## config.mk

```make
export PLATFORM = sky130hd
export DESIGN_NAME = vmx_scale
export DESIGN_NICKNAME = d
export VERILOG_FILES = /design/src/design/vmx_pkg.sv /design/src/design/vmx_scale.sv
export SDC_FILE = /design/constraint.sdc
export NUM_CORES = 1
export LEC_CHECK = 0
export BUFFER_PORTS_ARGS = -buffer_cell sky130_fd_sc_hd__buf_2
export CAP_MARGIN = 20
export CORE_MARGIN = 5
export CORE_UTILIZATION = 60
export DETAILED_ROUTE_END_ITERATION = 10
export PLACE_DENSITY = 0.84
export SLEW_MARGIN = 20
export SYNTH_ARGS = -nofsm -noshare
export SYNTH_HDL_FRONTEND = slang
export SYNTH_SLANG_ARGS = --single-unit
```

## constraint.sdc

```tcl
create_clock -name vclk -period 13.8
set_clock_uncertainty 0.15 [all_clocks]
set_input_delay 3.45 -clock vclk [all_inputs]
set_output_delay 3.45 -clock vclk [all_outputs]
set_load 0.05 [all_outputs]
```

## src/design/vmx_pkg.sv

```systemverilog
// Shared widths, codes and limits for the voice mixer.
package vmx_pkg;

  localparam int PORT_VOICES = 4;
  localparam int PCM_W       = 16;
  localparam int GAIN_W      = 16;
  localparam int RATE_W      = 19;
  localparam int CFG_IDX_W   = 2;
  localparam int CFG_DATA_W  = 19;
  localparam int SCALED_W    = 17;
  localparam int MIX_W       = 20;
  localparam int TOTAL_W     = 32;
  localparam int COUNT_W     = 3;
  localparam int GAIN_SHIFT  = 15;

  localparam logic [GAIN_W-1:0] GAIN_RESET = 16'h8000;

  localparam logic signed [MIX_W-1:0] PCM_CLIP_HI = 20'sd32767;
  localparam logic signed [MIX_W-1:0] PCM_CLIP_LO = -20'sd32768;

  typedef enum logic [0:0] {
    KIND_START  = 1'b0,
    KIND_SAMPLE = 1'b1
  } kind_t;

  typedef enum logic [CFG_IDX_W-1:0] {
    CFG_MUSIC_GAIN = 2'd0,
    CFG_SOUND_GAIN = 2'd1,
    CFG_RATE       = 2'd2
  } cfg_reg_t;

endpackage

```

## src/design/vmx_scale.sv

```systemverilog
// Q15 gain multiply with truncation toward zero.
module vmx_scale (
  input  logic signed [vmx_pkg::PCM_W-1:0]    sample,
  input  logic        [vmx_pkg::GAIN_W-1:0]   gain,
  output logic signed [vmx_pkg::SCALED_W-1:0] scaled
);
  import vmx_pkg::*;

  localparam int PROD_W = PCM_W + GAIN_W + 1;

  logic signed [PROD_W-1:0]            product;
  logic signed [PROD_W-1:0]            biased;
  logic signed [PROD_W-GAIN_SHIFT-1:0] shifted;

  assign product = PROD_W'(sample) * PROD_W'($signed({1'b0, gain}));
  assign biased  = product[PROD_W-1] ?
                   product + PROD_W'((1 << GAIN_SHIFT) - 1) : product;
  assign shifted = biased[PROD_W-1:GAIN_SHIFT];
  assign scaled  = shifted[SCALED_W-1:0];

endmodule

```

==> impl_metrics.json <==
{
  "synth_fp_nets": 1473,
  "slew_headroom_pct": 72.45,
  "period_minus_slack_ns": 13.56,
  "cts_hold_buf": 0,
  "route.detailed.drc": 0,
  "core_um2": 15310,
  "dpl.hpwl_um": 18400,
  "finalWeightedCongestion": 0.9379,
  "max_clock_freq_mhz": 73.75,
  "placed_area_um2": 9856,
  "rows": 45,
  "end_kind": "primary output",
  "grt_max_degree": 17,
  "fin_crit_sh_pct": 98.26,
  "holdWs_ns": 8.128,
  "portBuffers": 49,
  "drive_above_1_share_pct": 8.108,
  "ys_warn_count": 0,
  "critical_path_required_ns": 10.20,
  "hold_viol_final": 0,
  "regArea_um2": 0,
  "outcome": "completed",
  "setup_viol": 0,
  "grt_overflow": 0,
  "synth.distinct_cells": 54,
  "critPathKind": "input port to primary output",
  "nets": 1497,
  "final_area_um2": 10020,
  "cp_max_fo": 16,
  "rsz0062_at_grt": "true",
  "seq_area_frac_synth_pct": 0,
  "wl_um": 21810,
  "routed_via_density": 5.593,
  "antenna_found_initial": 0,
  "syn_inst": 1125,
  "drtPass1Iterations": 5,
  "worst_slew_pin_slew_ns": 0.4118,
  "dieWidth_um": 135.5,
  "seq_cells": 0,
  "start_kind": "input port",
  "grt_usage_pct": 25.07,
  "drtAntennaViolNets": 0,
  "clkbuf_count": 0,
  "vias": 7595,
  "final_util_pct": 65.45,
  "fp.dieH_um": 135.5,
  "initial_core_util_pct": 61.68,
  "area_growth_pct": 6.106,
  "grt_pass1_vias": 8068,
  "antennaDiodeCount": 0,
  "syn_area_um2": 9447,
  "grt_first_pass_wirelength_um": 38030,
  "finalMaxSlewViolations": 0,
  "min_path_type": "input port to primary output",
  "dieArea_um2": 18350,
  "drtIter0Drc": 443,
  "worstPathArrival_ns": 9.96,
  "synth.avg_cell_area_um2": 8.397,
  "max_cap_viol_count": 0,
  "wl_per_cell_um": 16.06,
  "io_pins": 49
}
==> cell usage after synthesis (2+ instances only) <==
| master | instances | area, um2 |
|---|---|---|
| inv_1 | 245 | 919.6 |
| fa_1 | 194 | 3884 |
| nand2_1 | 154 | 578.1 |
| ha_1 | 122 | 1526 |
| and2_1 | 119 | 744.5 |
| clkbuf_1 | 38 | 142.6 |
| nor2_1 | 32 | 120.1 |
| a21oi_1 | 29 | 145.1 |
| xnor2_1 | 24 | 210.2 |
| o21ai_0 | 21 | 105.1 |
| nand3_1 | 14 | 70.07 |
| xor2_1 | 14 | 122.6 |
| nor3_1 | 11 | 55.05 |
| nand2b_1 | 10 | 62.56 |
| and3_1 | 9 | 56.30 |
| buf_2 | 8 | 40.04 |
| o211ai_1 | 7 | 52.55 |
| o21ai_1 | 7 | 35.03 |
| a211oi_1 | 6 | 45.04 |
| nand4_1 | 6 | 37.54 |
| a21o_1 | 5 | 37.54 |
| and4_1 | 5 | 43.79 |
| mux2i_1 | 5 | 50.05 |
| a31oi_1 | 4 | 25.02 |
| nor2b_1 | 3 | 18.77 |
| o21a_1 | 3 | 22.52 |
| a311oi_2 | 2 | 30.03 |
| o211a_1 | 2 | 20.02 |
==> metrics by stage <==
stage,setup slack [ns],TNS [ns],cells
5_1_grt,-0.05079,-0.1406,1358
6_report,0.2400,0,1358
4_1_cts,0.05786,0,1350
2_1_floorplan,0.2329,0,1125
3_3_place_gp,0.08648,0,1350
3_5_place_dp,-0.002606,-0.002606,1350
==> layout make-up <==
cell class | instances | area [um2]
fill | 1296 | 5291
inverter | 246 | 923.4
multi-input combinational | 833 | 8423
tap | 211 | 264.0
timing repair buffer | 68 | 412.9
==> critical path: stages <==
cell and delay [ns]:
clkbuf_4 0.22, and2_1 0.20, fa_1 0.55, inv_1 0.06, fa_1 0.50, fa_1 0.53, inv_1 0.06, fa_1 0.48
fa_1 0.49, inv_1 0.05, fa_1 0.53, inv_1 0.04, ha_1 0.43, and4_1 0.27, and3_1 0.22, a21oi_4 0.10
o21ai_1 0.25, xor2_1 0.29, and4_1 0.30, nand4_2 0.22, nor4_2 0.30, xnor2_1 0.16, clkbuf_4 0.25
==> per-layer routing <==
layer | share of wire [%] | vias to the layer above | track usage, %
li1 | - | 3490 | -
met5 | 0 | - | 0
met4 | 2.2 | 0 | 4.759
met3 | 6.9 | 45 | 2.006
met1 | 41 | 3769 | 34.71
met2 | 50 | 291 | 43.69
==> final timing paths <==
| kind | from | cells after the start | endpoint | slack, ns |
|---|---|---|---|---|
| worst max-delay path | gain[8] | 23 | scaled[16] | 0.24 |
| worst min-delay path | gain[0] | 10 | scaled[0] | 8.13 |
==> cells in the final DEF, fill, tap and decap left out, types with 13 or more instances in the layout <==
cell	n
buf_4	19
xor2_1	13
xnor2_1	23
fa_1	194
ha_1	119
nor2_1	32
and2_1	119
nand3_1	14
a21oi_1	26
o21ai_0	21
buf_2	39
inv_1	245
nand2_1	153
==> cells by family (layout without fill, tap and decap cells) <==
kind of cell / Yosys count / after routing / share of synthesized area (%)
xor gates and xnor gates: 38 / 38 / 3.523
buffers and inverters: 292 / 314 / 11.71
muxes: 5 / 5 / 0.5298
AOI/OAI and AO/OA: 101 / 101 / 7.086
adders and majority gates: 316 / 316 / 57.27
and+or+nand+nor: 373 / 373 / 19.88
==> what timing repair did <==
item,in CTS,in global routing
buffers inserted,0,8
gates resized for setup,1,26
pin swaps,0,4
setup endpoints to repair,3,16
Power is not shown: default switching activity piles up to over one toggle a cycle in this logic, so the estimate is an artifact.
